==> src/ipsv_pkg.sv <==
// ----------------------------------------------------------------------------
// ipsv_pkg
// Types and constants for the IPv4 address and port text parser.
// ----------------------------------------------------------------------------
package ipsv_pkg;

    localparam int unsigned CH_W    = 8;
    localparam int unsigned ADDR_W  = 32;
    localparam int unsigned PORT_W  = 16;
    localparam int unsigned OUT_W   = 56;

    localparam logic [7:0]  CH_DOT    = 8'h2E;
    localparam logic [7:0]  CH_COLON  = 8'h3A;
    localparam logic [7:0]  CH_ZERO   = 8'h30;
    localparam logic [7:0]  CH_NINE   = 8'h39;
    localparam logic [2:0]  OCTETS    = 3'd4;
    localparam logic [8:0]  OCTET_MAX = 9'd255;
    localparam logic [8:0]  OCTET_CAP = 9'd256;
    localparam logic [16:0] PORT_MAX  = 17'd65535;
    localparam logic [16:0] PORT_CAP  = 17'd65536;

    typedef enum logic [2:0] {
        ERR_NONE  = 3'd0,
        ERR_CHAR  = 3'd1,
        ERR_OCTET = 3'd2,
        ERR_COUNT = 3'd3,
        ERR_PORT  = 3'd4
    } t_err;

    typedef enum logic {
        PH_ADDR = 1'b0,
        PH_PORT = 1'b1
    } t_phase;

    typedef struct packed {
        t_phase        phase;
        logic [8:0]    octet_value;
        logic          octet_has_digit;
        logic          octet_starts_zero;
        logic [2:0]    octet_count;
        logic [31:0]   address_shift;
        logic [16:0]   port_value;
        logic          port_has_digit;
        t_err          first_error;
    } t_parse_st;

    localparam t_parse_st ST_RESET = '{
        phase:             PH_ADDR,
        octet_value:       9'd0,
        octet_has_digit:   1'b0,
        octet_starts_zero: 1'b0,
        octet_count:       3'd0,
        address_shift:     32'd0,
        port_value:        17'd0,
        port_has_digit:    1'b0,
        first_error:       ERR_NONE
    };

    typedef struct packed {
        logic          valid_res;
        logic [31:0]   ipv4_address;
        logic [15:0]   port_val;
        t_err          error_kind;
    } t_result;

endpackage

==> src/ipsv_step.sv <==
// ----------------------------------------------------------------------------
// ipsv_step
// One character step of the parser: next parse state and end-of-text result.
// ----------------------------------------------------------------------------
module ipsv_step (
    input  ipsv_pkg::t_parse_st i_st,
    input  logic [7:0]          i_ch,
    input  logic                i_last,
    output ipsv_pkg::t_parse_st o_st_next,
    output ipsv_pkg::t_result   o_res
);
    import ipsv_pkg::*;

    logic        is_digit;
    logic [3:0]  digit;
    logic [11:0] oct_acc;
    logic [19:0] port_acc;
    logic        close_ok;
    t_parse_st   st_close;
    t_parse_st   st_chr;
    t_err        fin_err;
    logic        ok;

    assign is_digit = (i_ch >= CH_ZERO) && (i_ch <= CH_NINE);
    assign digit    = is_digit ? 4'(i_ch - CH_ZERO) : 4'd0;
    assign oct_acc  = 12'(i_st.octet_value) * 12'd10 + 12'(digit);
    assign port_acc = 20'(i_st.port_value) * 20'd10 + 20'(digit);

    // octet close on '.' or ':'
    always_comb begin
        st_close = i_st;
        close_ok = 1'b0;
        if (!i_st.octet_has_digit || i_st.octet_value > OCTET_MAX) begin
            st_close.first_error = ERR_OCTET;
        end else if (i_st.octet_count >= OCTETS) begin
            st_close.first_error = ERR_COUNT;
        end else begin
            close_ok                   = 1'b1;
            st_close.octet_count       = i_st.octet_count + 3'd1;
            st_close.address_shift     = {i_st.address_shift[23:0], i_st.octet_value[7:0]};
            st_close.octet_value       = 9'd0;
            st_close.octet_has_digit   = 1'b0;
            st_close.octet_starts_zero = 1'b0;
        end
    end

    always_comb begin
        st_chr = i_st;
        if (i_st.first_error == ERR_NONE) begin
            unique case (i_st.phase)
                PH_ADDR: begin
                    if (is_digit) begin
                        if (i_st.octet_has_digit && i_st.octet_starts_zero) begin
                            st_chr.first_error = ERR_OCTET;
                        end else begin
                            if (!i_st.octet_has_digit) begin
                                st_chr.octet_starts_zero = (digit == 4'd0);
                            end
                            st_chr.octet_has_digit = 1'b1;
                            st_chr.octet_value = (oct_acc > 12'(OCTET_CAP)) ?
                                                 OCTET_CAP : oct_acc[8:0];
                        end
                    end else if (i_ch == CH_DOT) begin
                        st_chr = st_close;
                    end else if (i_ch == CH_COLON) begin
                        st_chr = st_close;
                        if (close_ok) begin
                            if (st_close.octet_count != OCTETS) begin
                                st_chr.first_error = ERR_COUNT;
                            end else begin
                                st_chr.phase = PH_PORT;
                            end
                        end
                    end else begin
                        st_chr.first_error = ERR_CHAR;
                    end
                end
                PH_PORT: begin
                    if (is_digit) begin
                        if (!i_st.port_has_digit && digit == 4'd0) begin
                            st_chr.first_error = ERR_PORT;
                        end else begin
                            st_chr.port_has_digit = 1'b1;
                            st_chr.port_value = (port_acc > 20'(PORT_CAP)) ?
                                                PORT_CAP : port_acc[16:0];
                        end
                    end else if (i_ch == CH_DOT || i_ch == CH_COLON) begin
                        st_chr.first_error = ERR_PORT;
                    end else begin
                        st_chr.first_error = ERR_CHAR;
                    end
                end
                default: st_chr = i_st;
            endcase
        end
    end

    always_comb begin
        fin_err = st_chr.first_error;
        if (fin_err == ERR_NONE && (st_chr.phase != PH_PORT || !st_chr.port_has_digit
                                    || st_chr.port_value > PORT_MAX)) begin
            fin_err = ERR_PORT;
        end
    end

    assign ok                 = (fin_err == ERR_NONE);
    assign o_res.valid_res    = ok;
    assign o_res.ipv4_address = ok ? st_chr.address_shift : 32'd0;
    assign o_res.port_val     = ok ? st_chr.port_value[15:0] : 16'd0;
    assign o_res.error_kind   = fin_err;
    assign o_st_next          = i_last ? ST_RESET : st_chr;

endmodule

==> src/ipv4_port_string_validator.sv <==
// ----------------------------------------------------------------------------
// ipv4_port_string_validator
// Parses "a.b.c.d:port" text, one character per word, into address and port.
// ----------------------------------------------------------------------------
// Takes one character per clock while no final character is held back. A
// character passes an input register, then a single parse step updates the
// running state; the word carrying tlast produces one result word in the
// output register, and the parser is back at its start state for the next
// text when that result is registered. A result waiting in the output
// register stalls only a final character behind it; other characters keep flowing.
module ipv4_port_string_validator (
    input  logic        i_clk,
    input  logic        i_rst_n,
    input  logic        s_axis_tvalid,
    output logic        s_axis_tready,
    input  logic [7:0]  s_axis_tdata,  // [7:0] ch
    input  logic        s_axis_tlast,  // last
    output logic        m_axis_tvalid,
    input  logic        m_axis_tready,
    output logic [55:0] m_axis_tdata   // [0] valid_res, [32:1] ipv4_address,
                                       // [48:33] port, [51:49] error_kind,
                                       // [55:52] zero
);
    import ipsv_pkg::*;

    logic        r_in_vld;
    logic [7:0]  r_in_ch;
    logic        r_in_last;
    t_parse_st   r_st;
    t_parse_st   n_st;
    t_result     n_res;
    t_result     r_res;
    logic        r_out_vld;
    logic        consume;

    assign consume = r_in_vld && (!r_in_last || !r_out_vld || m_axis_tready);
    assign s_axis_tready = !r_in_vld || consume;

    ipsv_step u_step (
        .i_st      (r_st),
        .i_ch      (r_in_ch),
        .i_last    (r_in_last),
        .o_st_next (n_st),
        .o_res     (n_res)
    );

    always_ff @(posedge i_clk) begin
        if (!i_rst_n) begin
            r_in_vld  <= 1'b0;
            r_out_vld <= 1'b0;
            r_st      <= ST_RESET;
        end else begin
            if (s_axis_tready) begin
                r_in_vld <= s_axis_tvalid;
            end
            if (consume) begin
                r_st <= n_st;
            end
            if (consume && r_in_last) begin
                r_out_vld <= 1'b1;
            end else if (m_axis_tready) begin
                r_out_vld <= 1'b0;
            end
        end
    end

    always_ff @(posedge i_clk) begin
        if (s_axis_tready && s_axis_tvalid) begin
            r_in_ch   <= s_axis_tdata;
            r_in_last <= s_axis_tlast;
        end
        if (consume && r_in_last) begin
            r_res <= n_res;
        end
    end

    assign m_axis_tvalid = r_out_vld;
    assign m_axis_tdata  = {4'd0, r_res.error_kind, r_res.port_val,
                            r_res.ipv4_address, r_res.valid_res};

    a_valid_no_err: assert property (@(posedge i_clk) disable iff (!i_rst_n)
        (m_axis_tvalid && r_res.valid_res) |-> (r_res.error_kind == ERR_NONE))
        else $error("valid result with error code");

    a_invalid_zero: assert property (@(posedge i_clk) disable iff (!i_rst_n)
        (m_axis_tvalid && !r_res.valid_res) |->
        (r_res.ipv4_address == 32'd0 && r_res.port_val == 16'd0
         && r_res.error_kind != ERR_NONE))
        else $error("invalid result carries payload");

    a_restart: assert property (@(posedge i_clk) disable iff (!i_rst_n)
        (consume && r_in_last) |=> (r_st == ST_RESET))
        else $error("parser not restarted after final character");

    a_port_phase: assert property (@(posedge i_clk) disable iff (!i_rst_n)
        (r_st.phase == PH_PORT) |-> (r_st.octet_count == OCTETS))
        else $error("port phase entered without four octets");

    a_no_overwrite: assert property (@(posedge i_clk) disable iff (!i_rst_n)
        (m_axis_tvalid && !m_axis_tready) |=> (m_axis_tvalid && $stable(r_res)))
        else $error("pending result overwritten");

endmodule

==> config.mk <==
export PLATFORM = sky130hd
export DESIGN_NAME = ipv4_port_string_validator
export DESIGN_NICKNAME = d
export VERILOG_FILES = /design/src/ipsv_pkg.sv /design/src/ipsv_step.sv /design/src/ipv4_port_string_validator.sv
export SDC_FILE = /design/constraint.sdc
export NUM_CORES = 1
export LEC_CHECK = 0
export BUFFER_PORTS_ARGS = -buffer_cell sky130_fd_sc_hd__buf_4
export CAP_MARGIN = 20
export CORE_MARGIN = 5
export CORE_UTILIZATION = 25
export CTS_BUF_LIST = sky130_fd_sc_hd__clkbuf_8
export DETAILED_ROUTE_END_ITERATION = 8
export GPL_ROUTABILITY_DRIVEN = 0
export PLACE_DENSITY = 0.48
export SYNTH_ARGS = -nofsm -noshare
export SYNTH_HDL_FRONTEND = slang
export SYNTH_SLANG_ARGS = --single-unit
==> constraint.sdc <==
create_clock -name i_clk -period 7.6 [get_ports i_clk]
set_clock_uncertainty 0.05 [all_clocks]
set_input_delay 0.76 -clock i_clk [delete_from_list [all_inputs] [get_ports i_clk]]
set_output_delay 0.76 -clock i_clk [all_outputs]
set_load 0.01 [all_outputs]
[Yosys cells after proc, flatten, opt, wreduce, memory -nomap -nowiden]
Cells that the tools add are included.
Cells by class
  add/sub/neg operators: 4
  multiply operators: 2
  divide/modulo/power cells: 0
  order comparisons: 7
  eq/ne operators: 7
  shifts and indexed selects: 0
  mux-type cells: 35
  bitwise logic cells: 2
  reductions and logical operators: 31
Operators with widths (count)
  $mux W68: 3
  $mux W46: 2
  $mux W65: 1
  $mux W53: 1
  $mux W47: 1
  $pmux W21 S2: 1
  $mux W18: 2
  $mux W3: 11
  $mux W11: 2
  $add A20 B4 Y20: 1
  $gt A20 B17 Y1 const B: 1
  $mul A17 B3 Y19 const B: 1
  $gt A17 B16 Y1 const B: 1
  $mux W17: 1
  $eq A8 B6 Y1 const B: 2
  $add A12 B4 Y12: 1
  $gt A12 B9 Y1 const B: 1
  $mul A9 B3 Y11 const B: 1
  $reduce_and A5 Y1: 2
  $gt A9 B8 Y1 const B: 1
  $logic_not A3 Y1: 3
  $mux W9: 1
  $ne A3 B3 Y1 const B: 3
  $ge A8 B6 Y1 const B: 1
  other kinds (16): 43
Word-level totals
  flip-flop bits (word level): 131
  latch bits: 0
  bits in writable memories: 0
  bits in read-only memories: 0
  input bits: 13
  output and inout bits: 58
  word-level logic and storage cells: 105
  memories kept: 0

[Longest topological paths before layout]
  depth in word-level cells: 17
  gate-level depth with buffers: 18
  gate-level depth less buffers: 14

[Hierarchy]
A second synthesis with hierarchy kept.
Second synthesis, totals
  cells, all modules: 1021
  area total of the unflattened synthesis: 9187.6 µm²
By module, submodules not included
  ipv4_port_string_validator: times used 1, cells each 372, area an instance 4654.5 µm², seq. area each 3233.1 µm²
  ipsv_step: times used 1, cells each 649, area an instance 4533.1 µm², seq. area each 0.0 µm²

[Worst setup path after synthesis]
OpenSTA, ideal clock, no wires.
  kind: reg-to-reg
  from: reg r_st[5] (netlist bit)
  to: reg r_res, in the netlist m_axis_tdata[23], data pin
  library setup time: 0.256 ns
  arrival time: 4.105 ns
  required time: 7.294 ns
  slack: 3.189 ns
  cell stages (with the launch flop): 17
  buffers on the path: 3
  period minus slack after synthesis: 4.411 ns
  cell sequence: dfxtp_1 ha_1 ha_1 fa_1 a211oi_2 o21ai_0 nor4b_1 o211ai_1 or3_1 or2_1 and3_1 clkbuf_1 a21o_1 nor2_1 buf_4 buf_4 a21oi_1
On the way
  cells in the longest elaborated chain, start to end: 13
  elaborated cells on any way between the ends: 16
  classes of those cells: 1 x add/sub; 1 x mul; 2 x order compare; 9 x mux; 3 x reduce/logical
RTL lines
  start: declaration: line ipv4_port_string_validator.sv:29  | t_parse_st r_st;
  start signal: assignment: line ipv4_port_string_validator.sv:57  | r_st <= n_st;
  $mul A17 B3 Y19: line ipsv_step.sv:27  | assign port_acc = 20'(i_st.port_value) * 20'd10 + 20'(digit);
  $add A20 B4 Y20: line ipsv_step.sv:27
  $gt A20 B17 Y1: line ipsv_step.sv:84  | st_chr.port_value = (port_acc > 20'(PORT_CAP)) ?
  $mux W17: line ipsv_step.sv:84
  $mux W18: line ipsv_step.sv:80  | if (!i_st.port_has_digit && digit == 4'd0) begin
  $mux W18: line ipsv_step.sv:79  | if (is_digit) begin
  $pmux W21 S2: line ipsv_step.sv:50  | unique case (i_st.phase)
  $mux W68 (*): line ipsv_step.sv:49  | if (i_st.first_error == ERR_NONE) begin
  $gt A17 B16 Y1 (*): line ipsv_step.sv:101  | || st_chr.port_value > PORT_MAX)) begin
  $logic_or A1 B1 Y1 (*): line ipsv_step.sv:101
  $logic_and A1 B1 Y1 (*): line ipsv_step.sv:100  | if (fin_err == ERR_NONE && (st_chr.phase != PH_PORT || !st_chr.port_has_digit
  $mux W3 (*): line ipsv_step.sv:100
  $logic_not A3 Y1 (*): line ipsv_step.sv:106  | assign ok = (fin_err == ERR_NONE);
  end signal: assignment: line ipv4_port_string_validator.sv:73  | r_res <= n_res;
  end: declaration: line ipv4_port_string_validator.sv:32  | t_result r_res;
Every way passes the cells marked *; elsewhere a longest branch is shown, timed or not. The select of a mux whose other input is x is not followed.
A chain may end at the register's enable or synchronous reset.

[Worst setup path in the final report]
  from: reg r_st[5] (netlist bit)
  to: reg r_res, in the netlist m_axis_tdata[8], data pin
Same word-level chain as after synthesis.

==> flow_summary_export.csv <==
group,metric,value,unit
outcome,status,"complete, no violations",
global_routing,grt_use_met2,0.186,
floorplan,core-area,0.0325,mm2
global_routing,grt_pass1_vias,6540,
power_and_ir_drop,p_comb_frac,0.036,
timing,fin_setup_tns,0,ns
layout,fill_cells,3477,
global_routing,grt.busiest_layer,"met1",
yosys,synth.yosys.seq_area_share,0.393,
critical_path,cp-start-kind,"flip-flop",
floorplan,initial_utilization,0.253,
power_and_ir_drop,p_int,1.04,mW
clock_network,clk_latency,0.44,ns
timing,hold_slack,0.447,ns
yosys,synth_area,0.00823,mm2
yosys,synth_seq_cells,131,
global_routing,grt_max_degree,57,
power_and_ir_drop,vdd_drop_max,0.0000917,V
layout,drive_above_1_share,0.143,
hold_path,min_from,"s_axis_tdata[2]",
routing,drc,0,
critical_path,r2r.worst_path.cells,14,
critical_path,end_kind,"flip-flop",
critical_path,arrival,5.59,ns
layout,finish.utilization,0.294,
clock_network,cts_sinks,131,
critical_path,crit_required,7.72,ns
hold_path,min_to,"r_in_ch[2]$_DFFE_PP_",
layout,synthToLayoutAreaGrowth,16.1,%
clock_network,clockBufferDepth,2,
layout,nNetsFinal,1026,
clock_network,numCtsBuffers,17,
clock_network,cts_htree_levels,4,
floorplan,fp.dieArea,0.0366,mm2
global_routing,grt.total_usage,0.125,
hold_path,hold_path.class,"primary input to flip-flop",
global_routing,grt_overflow,0,
critical_path,r2r_end,"m_axis_tdata[8]$_SDFFCE_PP0P_",
clock_network,cts_repair_resize_count,0,
floorplan,die_h,191,um
timing,max_freq,0.183,GHz
timing,setup_viol,0,
floorplan,boundaryPins,71,
power_and_ir_drop,swShare,0.238,
routing,viasPerCell,4.91,
yosys,yosys.cell_types.count,82,
yosys,synth-main-ff-cell,"dfxtp_1",
critical_path,criticalPathCategory,"flip-flop to flip-flop",
critical_path,r2r_slack,2.13,ns
timing,worst_pin_slew,0.998,ns
floorplan,fp-row-count,66,
timing,period_share,0.720,
routing,vias,6954,
global_routing,grt_pass1_wl,36800,um
clock_network,clkTransAtPathRegs,0.08,ns
power_and_ir_drop,powerDensity,143,mW/mm2
timing,rsz0062_at_grt,"false",
placed_design,place_hpwl,16700,um
clock_network,cts_tree,"built",
power_and_ir_drop,clockPowerShare,0.418,
routing,drt_iter0_markers,555,
yosys,async_flop_share,0,
job,maxCapViolations,0,
routing,first_pass_iters,5,
routing,postRouteAntennaNets,0,
hold_path,hold_path_depth,1,
power_and_ir_drop,p_leak,3.53,nW
critical_path,cp_max_fo,28,
placed_design,io_buffer_count,66,
clock_network,cts-root-buf,"clkbuf_8",
routing,routed_wl,23300,um
global_routing,antenna_found_initial,0,
clock_network,cts_setup_buffers,0,
routing,avgRoutedWirePerCell,16.4,um
power_and_ir_drop,switching_power,0.325,mW
yosys,synth_edf_count,61,
global_routing,use_met1,0.189,
yosys,synth_area_per_cell,9.02,um2
clock_network,hold_buffers,0,
global_routing,use_met3,0.0241,
floorplan,die_w,191,um
timing,hold_viol,0,
timing,period_minus_slack,5.47,ns
critical_path,worstReg2RegStart,"r_st[5]$_SDFFE_PN0P_",
timing,drv_slew,0,
layout,diodes,0,
yosys,yosysWarnings,0,
timing,max_slew_margin,0.332,
yosys,netlist_instances,912,
power_and_ir_drop,seqPwrFrac,0.546,
[worst max path at each step]
stage | from | end | slack, ns | cells past startpoint
2_1_floorplan | r_st[5]$_SDFFE_PN0P_ | m_axis_tdata[23]$_SDFFCE_PP0P_ | 3.19 | 16
3_3_place_gp | r_st[5]$_SDFFE_PN0P_ | m_axis_tdata[4]$_SDFFCE_PP0P_ | 2.21 | 14
5_1_grt | r_st[5]$_SDFFE_PN0P_ | r_st[8]$_SDFFE_PN0P_ | 1.76 | 13
3_5_place_dp | r_st[5]$_SDFFE_PN0P_ | m_axis_tdata[8]$_SDFFCE_PP0P_ | 2.18 | 14
6_report | r_st[5]$_SDFFE_PN0P_ | m_axis_tdata[8]$_SDFFCE_PP0P_ | 2.13 | 14
4_1_cts | r_st[5]$_SDFFE_PN0P_ | m_axis_tdata[8]$_SDFFCE_PP0P_ | 2.14 | 14
[routing by layer]
metal / wire length [um] / vias up
li1: - / 3480
met1: 12100 / 3296
met2: 9850 / 162
met3: 1050 / 16
met4: 274 / 0
met5: 0 / -
[sequential cells by signal (all words and copies together), names as in the netlist]
name and count:
r_st 68, r_in_last 1, m_axis_tdata 52, m_axis_tvalid 1, r_in_ch 8, r_in_vld 1
[metrics by stage]
step	cells	setup WS, ns	instance area (um2)	total power [mW]
floorplan	915	3.19	8240	0.792
global placement	1384	2.21	9180	0.812
detailed placement	1384	2.18	9180	0.812
CTS	1416	2.14	9560	1.39
global route	1416	1.76	9560	1.42
finish	1416	2.13	9560	1.37
[Yosys cell counts (9+ instances only)]
| cell | instances | area (um2) |
|---|---|---|
| nor2_1 | 37 | 139 |
| edfxtp_1 | 61 | 1830 |
| nand3_1 | 39 | 195 |
| a22oi_1 | 33 | 248 |
| nor3_1 | 17 | 85.1 |
| ha_1 | 50 | 626 |
| o21a_1 | 9 | 67.6 |
| clkbuf_1 | 34 | 128 |
| nor4_1 | 10 | 62.6 |
| dfxtp_1 | 70 | 1400 |
| or3_1 | 10 | 62.6 |
| o21ai_0 | 24 | 120 |
| a21oi_1 | 71 | 355 |
| and3_1 | 11 | 68.8 |
| o211ai_1 | 19 | 143 |
| o21ai_2 | 10 | 87.6 |
| inv_1 | 17 | 63.8 |
| xnor2_1 | 26 | 228 |
| xor2_1 | 14 | 123 |
| nand2_1 | 142 | 533 |
| nor2b_1 | 39 | 244 |
[logic make-up (layout without fill, tap and decap cells)]
logic type / Yosys count / count (layout) / synth area share
AO/OA/AOI/OAI: 257 / 257 / 0.222
XOR/XNOR: 41 / 41 / 0.0446
adder cells (fa/ha/maj): 52 / 52 / 0.0809
buffers and inverters: 68 / 127 / 0.0365
flip-flops: 131 / 131 / 0.393
multiplexers: 6 / 6 / 0.00730
other: 1 / 4 / 0.000456
AND/OR/NAND/NOR: 356 / 356 / 0.215
[critical path: stages (launching register included)]
cell and delay (ns):
dfxtp_1 0.46, ha_1 0.28, ha_1 0.23, fa_1 0.45, a211oi_2 0.37, o21ai_0 0.15
nor4b_1 0.67, o211ai_1 0.26, or3_1 0.46, or2_1 0.28, and3_1 0.25, a21o_1 0.22
nor2_4 0.60, buf_4 0.41, a21oi_1 0.08
[layout make-up]
| type | instances | area [um2] | share of cell area |
|---|---|---|---|
| clock inverter | 12 | 106 | 0.0111 |
| clock buffer | 20 | 275 | 0.0288 |
| inverter | 18 | 67.6 | 0.00707 |
| tap | 442 | 553 | 0.0579 |
| timing repair buffer | 77 | 578 | 0.0605 |
| sequential | 131 | 3230 | 0.338 |
| multi-input combinational | 716 | 4740 | 0.496 |
[power groups by stage]
stage / logic [mW] / clock network, mW / registers [mW]
2_1_floorplan: 0.0305 / 0 / 0.761
3_3_place_gp: 0.0490 / 0 / 0.763
3_5_place_dp: 0.0490 / 0 / 0.763
4_1_cts: 0.0492 / 0.589 / 0.747
5_1_grt: 0.0532 / 0.619 / 0.748
6_report: 0.0489 / 0.572 / 0.747
[cells in the final DEF (no fill, tap or decap), types with 33 or more instances in the layout]
| cell | synthesis | layout |
|---|---|---|
| edfxtp_1 | 61 | 61 |
| a21oi_1 | 71 | 71 |
| nor2b_1 | 39 | 39 |
| nand3_1 | 39 | 39 |
| buf_4 | 8 | 77 |
| dfxtp_1 | 70 | 70 |
| a22oi_1 | 33 | 33 |
| nor2_1 | 37 | 35 |
| ha_1 | 50 | 50 |
| nand2_1 | 142 | 142 |
Note: power is estimated with default switching activity, not from simulation.
